==> config.mk <==
export PLATFORM = sky130hd
export DESIGN_NAME = delta_queue_task_scheduler_core
export DESIGN_NICKNAME = d
export VERILOG_FILES = /design/src/rtl/dqts_pkg.sv /design/src/rtl/dqts_ctrl.sv /design/src/rtl/dqts_dp.sv /design/src/rtl/delta_queue_task_scheduler_core.sv
export SDC_FILE = /design/constraint.sdc
export NUM_CORES = 2
export LEC_CHECK = 0
export BUFFER_PORTS_ARGS = -buffer_cell sky130_fd_sc_hd__buf_4
export CORE_ASPECT_RATIO = 1.2
export CORE_MARGIN = 3
export CORE_UTILIZATION = 30
export CTS_CLUSTER_DIAMETER = 150
export CTS_CLUSTER_SIZE = 10
export DETAILED_ROUTE_END_ITERATION = 10
export SLEW_MARGIN = 15
export SYNTH_ARGS = -nofsm -noshare
export SYNTH_HDL_FRONTEND = slang
export SYNTH_SLANG_ARGS = --single-unit
==> constraint.sdc <==
create_clock -name clk -period 14.7 [get_ports clk]
set_input_delay 1.47 -clock clk [delete_from_list [all_inputs] [get_ports clk]]
set_output_delay 1.47 -clock clk [all_outputs]
set_load 0.03 [all_outputs]
==> src/rtl/dqts_pkg.sv <==
package dqts_pkg;

	localparam int MaxTasks = 16;
	localparam int IdxW = $clog2(MaxTasks);
	localparam int CntW = 7;

	localparam logic [2:0] MODE_TICK = 3'd0;
	localparam logic [2:0] MODE_ADD = 3'd1;
	localparam logic [2:0] MODE_DEL = 3'd2;
	localparam logic [2:0] MODE_DISP = 3'd3;
	localparam logic [2:0] MODE_CLR = 3'd4;

	localparam logic [1:0] ST_NORMAL = 2'd0;
	localparam logic [1:0] ST_TOO_MANY = 2'd1;
	localparam logic [1:0] ST_NO_DELETE = 2'd2;

	typedef enum logic [3:0] {
		S_IDLE, S_RD, S_EXEC, S_SCAN, S_SHIFT_UP, S_SHIFT_DN, S_HEAD, S_DONE
	} state_t;

	typedef struct packed {
		logic load;
		logic rd;
		logic exec;
		logic scan_step;
		logic up_step;
		logic dn_step;
		logic ins_write;
		logic start_scan;
		logic start_dn;
	} dp_cmd_t;

	typedef struct packed {
		logic add_go;
		logic del_go;
		logic disp_go;
		logic scan_done;
		logic up_done;
		logic dn_done;
		logic readd_go;
	} dp_sts_t;

endpackage

==> src/rtl/dqts_ctrl.sv <==
module dqts_ctrl (
	input logic clk,
	input logic arst_n,
	input logic in_valid,
	output logic in_ready,
	output logic out_valid,
	input logic out_ready,
	input dqts_pkg::dp_sts_t sts,
	output dqts_pkg::dp_cmd_t cmd
);
	import dqts_pkg::*;

	state_t state_q, state_d;

	always_ff @(posedge clk or negedge arst_n) begin
		if (!arst_n) state_q <= S_IDLE;
		else state_q <= state_d;
	end

	always_comb begin
		state_d = state_q;
		cmd = '0;
		in_ready = 1'b0;
		out_valid = 1'b0;
		case (state_q)
			S_IDLE: begin
				in_ready = 1'b1;
				if (in_valid) begin
					cmd.load = 1'b1;
					state_d = S_RD;
				end
			end
			S_RD: begin
				cmd.rd = 1'b1;
				state_d = S_EXEC;
			end
			S_EXEC: begin
				cmd.exec = 1'b1;
				if (sts.add_go) begin
					cmd.start_scan = 1'b1;
					state_d = S_SCAN;
				end else if (sts.del_go || sts.disp_go) begin
					cmd.start_dn = 1'b1;
					state_d = S_SHIFT_DN;
				end else state_d = S_DONE;
			end
			S_SCAN: begin
				// last step captures the insert slot
				cmd.scan_step = 1'b1;
				if (sts.scan_done) state_d = S_SHIFT_UP;
			end
			S_SHIFT_UP: begin
				if (sts.up_done) begin
					cmd.ins_write = 1'b1;
					state_d = S_DONE;
				end else cmd.up_step = 1'b1;
			end
			S_SHIFT_DN: begin
				if (sts.dn_done) state_d = S_HEAD;
				else cmd.dn_step = 1'b1;
			end
			S_HEAD: begin
				if (sts.readd_go) begin
					cmd.start_scan = 1'b1;
					state_d = S_SCAN;
				end else state_d = S_DONE;
			end
			S_DONE: begin
				out_valid = 1'b1;
				if (out_ready) state_d = S_IDLE;
			end
			default: state_d = S_IDLE;
		endcase
	end

endmodule

==> src/rtl/dqts_dp.sv <==
module dqts_dp (
	input logic clk,
	input logic arst_n,
	input dqts_pkg::dp_cmd_t cmd,
	output dqts_pkg::dp_sts_t sts,
	input logic [2:0] mode,
	input logic [7:0] task_handle,
	input logic [31:0] first_delay,
	input logic [31:0] repeat_period,
	input logic [7:0] task_position,
	output logic [6:0] assigned_id,
	output logic [1:0] op_status,
	output logic ran_task,
	output logic [7:0] ran_handle,
	output logic [1:0] last_error
);
	import dqts_pkg::*;

	typedef struct packed {
		logic [31:0] dly;
		logic [31:0] per;
		logic [7:0] runs;
		logic [7:0] hdl;
		logic [5:0] id;
	} slot_t;

	slot_t slots_q [MaxTasks];
	logic [CntW-1:0] count_q;
	logic [1:0] err_q;

	logic [2:0] mode_q;
	logic [7:0] hdl_q, pos_q;
	logic [31:0] dly_q, per_q;
	logic [32:0] cum_q;
	logic [CntW-1:0] ptr_q;
	logic [CntW-1:0] ins_q;
	logic [31:0] rel_q;
	logic [6:0] id_q;
	logic [1:0] st_q;
	logic ran_q;
	logic [7:0] ranh_q;
	slot_t head_q;

	slot_t scan_e, up_e, dn_e;
	logic [32:0] cum_nx;
	logic scan_hit;
	logic full;

	assign full = count_q >= CntW'(MaxTasks);
	assign scan_e = slots_q[ptr_q[IdxW-1:0]];
	assign up_e = slots_q[IdxW'(ptr_q - 1'b1)];
	assign dn_e = slots_q[IdxW'(ptr_q + 1'b1)];
	assign cum_nx = cum_q + {1'b0, scan_e.dly};
	assign scan_hit = cum_nx > {1'b0, dly_q};

	assign sts.add_go = (mode_q == MODE_ADD) && !full;
	assign sts.del_go = (mode_q == MODE_DEL) && ({1'b0, pos_q} < {2'b00, count_q});
	assign sts.disp_go = (mode_q == MODE_DISP) && (count_q != '0) && (head_q.runs != 8'd0);
	assign sts.scan_done = (ptr_q >= count_q) || scan_hit;
	assign sts.up_done = ptr_q <= ins_q;
	// count is already reduced while shifting down
	assign sts.dn_done = ptr_q >= count_q;
	assign sts.readd_go = ran_q && (per_q != 32'd0);

	always_ff @(posedge clk or negedge arst_n) begin
		if (!arst_n) begin
			count_q <= '0;
			err_q <= ST_NORMAL;
		end else begin
			if (cmd.exec) begin
				case (mode_q)
					MODE_TICK: ;
					MODE_ADD: if (full) err_q <= ST_TOO_MANY;
					MODE_DEL: if (!sts.del_go) err_q <= ST_NO_DELETE;
					MODE_CLR: begin
						count_q <= '0;
						err_q <= ST_NORMAL;
					end
					default: ;
				endcase
			end
			if (cmd.start_dn) count_q <= count_q - 1'b1;
			if (cmd.ins_write) count_q <= count_q + 1'b1;
		end
	end

	always_ff @(posedge clk) begin
		if (cmd.load) begin
			mode_q <= mode;
			hdl_q <= task_handle;
			dly_q <= first_delay;
			per_q <= repeat_period;
			pos_q <= task_position;
		end
		if (cmd.rd) begin
			head_q <= slots_q[0];
			id_q <= '0;
			st_q <= ST_NORMAL;
			ran_q <= 1'b0;
			ranh_q <= '0;
		end
		if (cmd.exec) begin
			case (mode_q)
				MODE_TICK: if (count_q != '0) begin
					if (head_q.dly != 32'd0) slots_q[0].dly <= head_q.dly - 1'b1;
					else if (head_q.runs != 8'hff) slots_q[0].runs <= head_q.runs + 1'b1;
				end
				MODE_ADD: begin
					if (full) begin
						id_q <= 7'(MaxTasks);
						st_q <= ST_TOO_MANY;
					end else id_q <= count_q;
				end
				MODE_DEL: if (!sts.del_go) st_q <= ST_NO_DELETE;
				MODE_DISP: if (sts.disp_go) begin
					ran_q <= 1'b1;
					ranh_q <= head_q.hdl;
					hdl_q <= head_q.hdl;
					dly_q <= head_q.per;
					per_q <= head_q.per;
				end
				default: ;
			endcase
		end
		// delete and dispatch start shifting at the removed slot
		if (cmd.start_scan) ptr_q <= '0;
		else if (cmd.exec) ptr_q <= (mode_q == MODE_DEL) ? CntW'(pos_q) : '0;
		else if (cmd.scan_step) begin
			if (scan_hit || ptr_q >= count_q) ptr_q <= count_q;
			else ptr_q <= ptr_q + 1'b1;
		end else if (cmd.up_step) ptr_q <= ptr_q - 1'b1;
		else if (cmd.dn_step) ptr_q <= ptr_q + 1'b1;
		if (cmd.start_scan) cum_q <= '0;
		if (cmd.scan_step) begin
			if (scan_hit || ptr_q >= count_q) begin
				ins_q <= ptr_q;
				rel_q <= 32'(({1'b0, dly_q} - cum_q));
			end else cum_q <= cum_nx;
		end
		if (cmd.up_step) slots_q[IdxW'(ptr_q)] <= up_e;
		if (cmd.dn_step) begin
			slots_q[IdxW'(ptr_q)] <=
				(ptr_q == ((mode_q == MODE_DEL) ? CntW'(pos_q) : CntW'(0)))
				? '{dly: dn_e.dly + scan_e.dly, per: dn_e.per, runs: dn_e.runs,
					hdl: dn_e.hdl, id: dn_e.id}
				: dn_e;
		end
		if (cmd.ins_write) begin
			if (ins_q < count_q)
				slots_q[IdxW'(ins_q) + IdxW'(1)].dly <= slots_q[IdxW'(ins_q) + IdxW'(1)].dly - rel_q;
			slots_q[IdxW'(ins_q)] <= '{dly: rel_q, per: per_q, runs: 8'd0, hdl: hdl_q,
				id: 6'(count_q)};
		end
	end

	assign assigned_id = id_q;
	assign op_status = st_q;
	assign ran_task = ran_q;
	assign ran_handle = ranh_q;
	assign last_error = err_q;

endmodule

==> src/rtl/delta_queue_task_scheduler_core.sv <==
// failed commands, tick and clear only execute; add scans then shifts up; delete
// and dispatch shift down, and a dispatch with re-add then scans and shifts up
// one command at a time; the sorted scan and slot shifts move one slot per cycle
// reset: arst_n clears the task count, the sticky error and the controller state
// slot contents are not cleared and are only read below the task count
module delta_queue_task_scheduler_core (
	input logic clk,
	input logic arst_n,
	input logic in_valid,
	output logic in_ready,
	input logic [2:0] mode,
	input logic [7:0] task_handle,
	input logic [31:0] first_delay,
	input logic [31:0] repeat_period,
	input logic [7:0] task_position,
	output logic out_valid,
	input logic out_ready,
	output logic [6:0] assigned_id,
	output logic [1:0] op_status,
	output logic ran_task,
	output logic [7:0] ran_handle,
	output logic [1:0] last_error
);
	import dqts_pkg::*;

	dp_cmd_t cmd;
	dp_sts_t sts;

	dqts_ctrl u_ctrl (
		.clk(clk), .arst_n(arst_n), .in_valid(in_valid), .in_ready(in_ready),
		.out_valid(out_valid), .out_ready(out_ready), .sts(sts), .cmd(cmd)
	);

	dqts_dp u_dp (
		.clk(clk), .arst_n(arst_n), .cmd(cmd), .sts(sts), .mode(mode),
		.task_handle(task_handle), .first_delay(first_delay),
		.repeat_period(repeat_period), .task_position(task_position),
		.assigned_id(assigned_id), .op_status(op_status), .ran_task(ran_task),
		.ran_handle(ran_handle), .last_error(last_error)
	);

`ifndef NO_ASSERTIONS
	a_no_both: assert property (@(posedge clk) disable iff (!arst_n)
		!(in_ready && out_valid)) else $error("ready while result pending");
	a_ran_handle: assert property (@(posedge clk) disable iff (!arst_n)
		out_valid && !ran_task |-> ran_handle == 8'd0) else $error("stray handle");
	a_fail_id: assert property (@(posedge clk) disable iff (!arst_n)
		out_valid && op_status == ST_TOO_MANY |-> assigned_id == 7'(MaxTasks))
		else $error("bad failed id");
`endif

endmodule

==> metrics <==
Synth Register Bits=1556; count leader, synth=nand2_1; Chip Width=528.8 µm; Post-Syn Nets=8561; number of max-cap violations=0; floorplan die height=633.3 µm; Top-Level Pins=109; Post-synth top cells=nand2_1, edfxtp_1, mux4_2; average wire per standard cell=29.79 µm; clock sinks=1556; sequential share of the synthesized area=44.77%; clock latency on the worst-skew pair=0.87 ns; Max Clk Rate=109.1 MHz; GPL Wtd Cong=0.9247; layout cells sized above 1=22.28%; Final Max Slew Viols=0; Clock Tree Buf Depth=3; final setup fails=0; Post-synth EDFFs=1282; slew margin rel.=13.50%; Total GRT Usage=21.32%; Mapped Cells=8275; ys flop type=edfxtp_1; Layout Area Growth over Synthesis=10.17%; Yosys cell types=107; final core occ=33.33%; first-pass GRT wire length=523.4 mm; synth warn=0; initial antenna violation count=6; outcome=finished, final reports clean; clk slew on worst S/H paths=0.07 ns; Root Buffer=clkbuf_16; LEAKAGE=39.56 nW; Total Power=30.27 mW; full die area=334900 µm²; PwrDens=279.3 nW/µm²; Setup crit end kind=flip-flop; initial core utilization=30.25%; VDD IR max=0.2877 mV; nets@finish=8238; RSZ-0062 raised after global routing=no; proportion of netlist area held by the largest area contributor=39.13%; CP Data Arrival Time=9.82 ns; top cells by area, synth=edfxtp_1, mux4_2, nand2_1; Worst EP required=15.35 ns; Synth Cell Area=98380 µm²; H-tree depth=4; post-detail-place hpwl=211.2 mm; Worst Hold Class=in -> async; GRT overflow=0; first-pass iteration count of the detailed router=8; antenna-violating nets left=0; post-synthesis area per instance=11.89 µm²; CP startpoint kind=flip-flop; Worst Tran Pin Value=1.293 ns; vias in the first global route=73420; share of the cycle needed by the critical path after routing=62.36%; 1st-iter DRT viols=11560; Port Buf Inserts=108; cell taking the most area after synthesis=edfxtp_1; Tmin final=9.167 ns; Row Count=229; CP Max Fanout=71; hold buffers post-CTS=0; total CTS buffers=173; CTS tree=built; placed cells=12050; Layout Skew=0.06796 ns; fin cells=12350; FFs w/ async S/R, synth=0.7712%; crit path kind=reg -> reg; post-cts sizing count=0; pin count of the biggest net entering global routing=124; via count=75390; CORE AREA=325200 µm²; drc violations=0; Vias/cell=6.103; post-CTS setup buffer count=0; final hold vios=0; setup_tns=0 ns; Detailed Route WL=368.0 mm
[where the power goes]
group / switching (mW) / leakage (nW) / internal (mW)
sequential: 1.28 / 14.1 / 6.24
combinational: 10.6 / 23.1 / 7.98
clock: 1.91 / 2.42 / 2.24
total: 13.8 / 39.6 / 16.5
[kinds of logic (layout without fill, tap and decap cells)]
logic type | after synthesis | count (layout) | share of synthesized area [%]
buf+inv | 945 | 745 | 4.225
mux | 1275 | 1275 | 27.01
simple gates | 2831 | 2831 | 11.70
xor+xnor | 149 | 149 | 1.349
other cells | 0 | 5 | 0
compound gates | 1320 | 1320 | 8.379
fa+ha+maj | 199 | 199 | 2.561
flops | 1556 | 1556 | 44.77
[final timing paths]
path	end	slack [ns]	cells after the start
worst min register to register	u_dp.assigned_id[6]	0.46	1
min in group clk	u_dp.assigned_id[6]	0.46	1
worst min-delay path	u_dp.count_q[1]	0.44	1
worst max-delay path	flip-flop	5.53	25
worst max register to register	flip-flop	5.53	25
max in group asynchronous	u_dp.last_error[0]	14.06	1
[routing by layer]
metal / up-vias / part of all wire [%] / global-route usage, % / wire (µm)
met5: - / 0.0079 / 0 / 29
met2: 5616 / 47 / 34.12 / 171200
met3: 1240 / 13 / 5.985 / 47000
met4: 4 / 6.2 / 11.82 / 22840
li1: 30640 / - / - / -
met1: 37890 / 34 / 25.93 / 126900
[sequential cells by signal, indices dropped and copies added, names as in the netlist, 2 cells and up, named ones only]
name	count
u_dp.rel_q	32
u_dp.ran_handle	8
u_dp.head_q	80
u_dp.op_status	2
u_dp.dly_q	32
u_dp.count_q	7
u_dp.cum_q	33
u_dp.ins_q	7
u_dp.slots_q	1280
u_ctrl.state_q	3
u_dp.hdl_q	8
u_dp.per_q	32
u_dp.assigned_id	7
u_dp.last_error	2
u_dp.pos_q	8
u_dp.ptr_q	7
u_dp.mode_q	3
[layout by cell type, fill, tap and decap left out, types with 41 or more instances in the layout]
cell / instances
nand3_1: 101
buf_4: 273
ha_1: 193
mux2i_1: 153
xnor2_1: 83
inv_1: 163
a22oi_2: 41
a21oi_1: 641
mux4_2: 1102
clkbuf_1: 109
a21o_1: 74
a31oi_1: 96
nor2_1: 685
o21ai_0: 159
nand2_1: 1751
edfxtp_1: 1282
xor2_1: 57
clkbuf_16: 174
dfxtp_1: 257
nor3_1: 45
[layout make-up]
cell class	instances	area, µm²
Antenna cell	5	12.51
Tap cell	4273	5346
Multi-Input combinational cell	5774	51010
Fill cell	31610	216800
Sequential cell	1556	44060
Inverter	166	631.9
Clock buffer	283	4763
Clock inverter	15	352.8
Timing Repair Buffer	281	2210
[stage by stage]
step | hold slack (ns) | area (µm²) | worst slack (ns)
final | 0.4411 | 108400 | 5.533
after global routing | 0.4214 | 108400 | 5.004
after CTS | 0.4052 | 108300 | 5.742
after detailed placement | 0.4450 | 103200 | 5.769
after global placement | 0.4467 | 103200 | 5.663
after floorplan | 0.4398 | 98380 | 6.331
[critical path: stages (launching register included)]
cell and delay [ns]:
dfxtp_4 0.67, buf_12 0.58, buf_4 0.79, mux4_2 0.62, mux4_2 0.53, ha_1 0.38
a21oi_1 0.19, nand2_1 0.14, a211oi_1 0.36, o31ai_1 0.21, o21ai_0 0.45, o21a_1 0.22
o21bai_1 0.07, a21oi_1 0.18, xnor2_1 0.18, ha_1 0.29, a21oi_1 0.17, nor2_1 0.07
a211oi_1 0.21, o21ai_0 0.15, a2111oi_0 0.49, a21oi_1 0.26, or2_1 0.31, nor2_1 0.68
a21oi_1 0.15, a31oi_1 0.50
(Power assumes the default switching activity.)
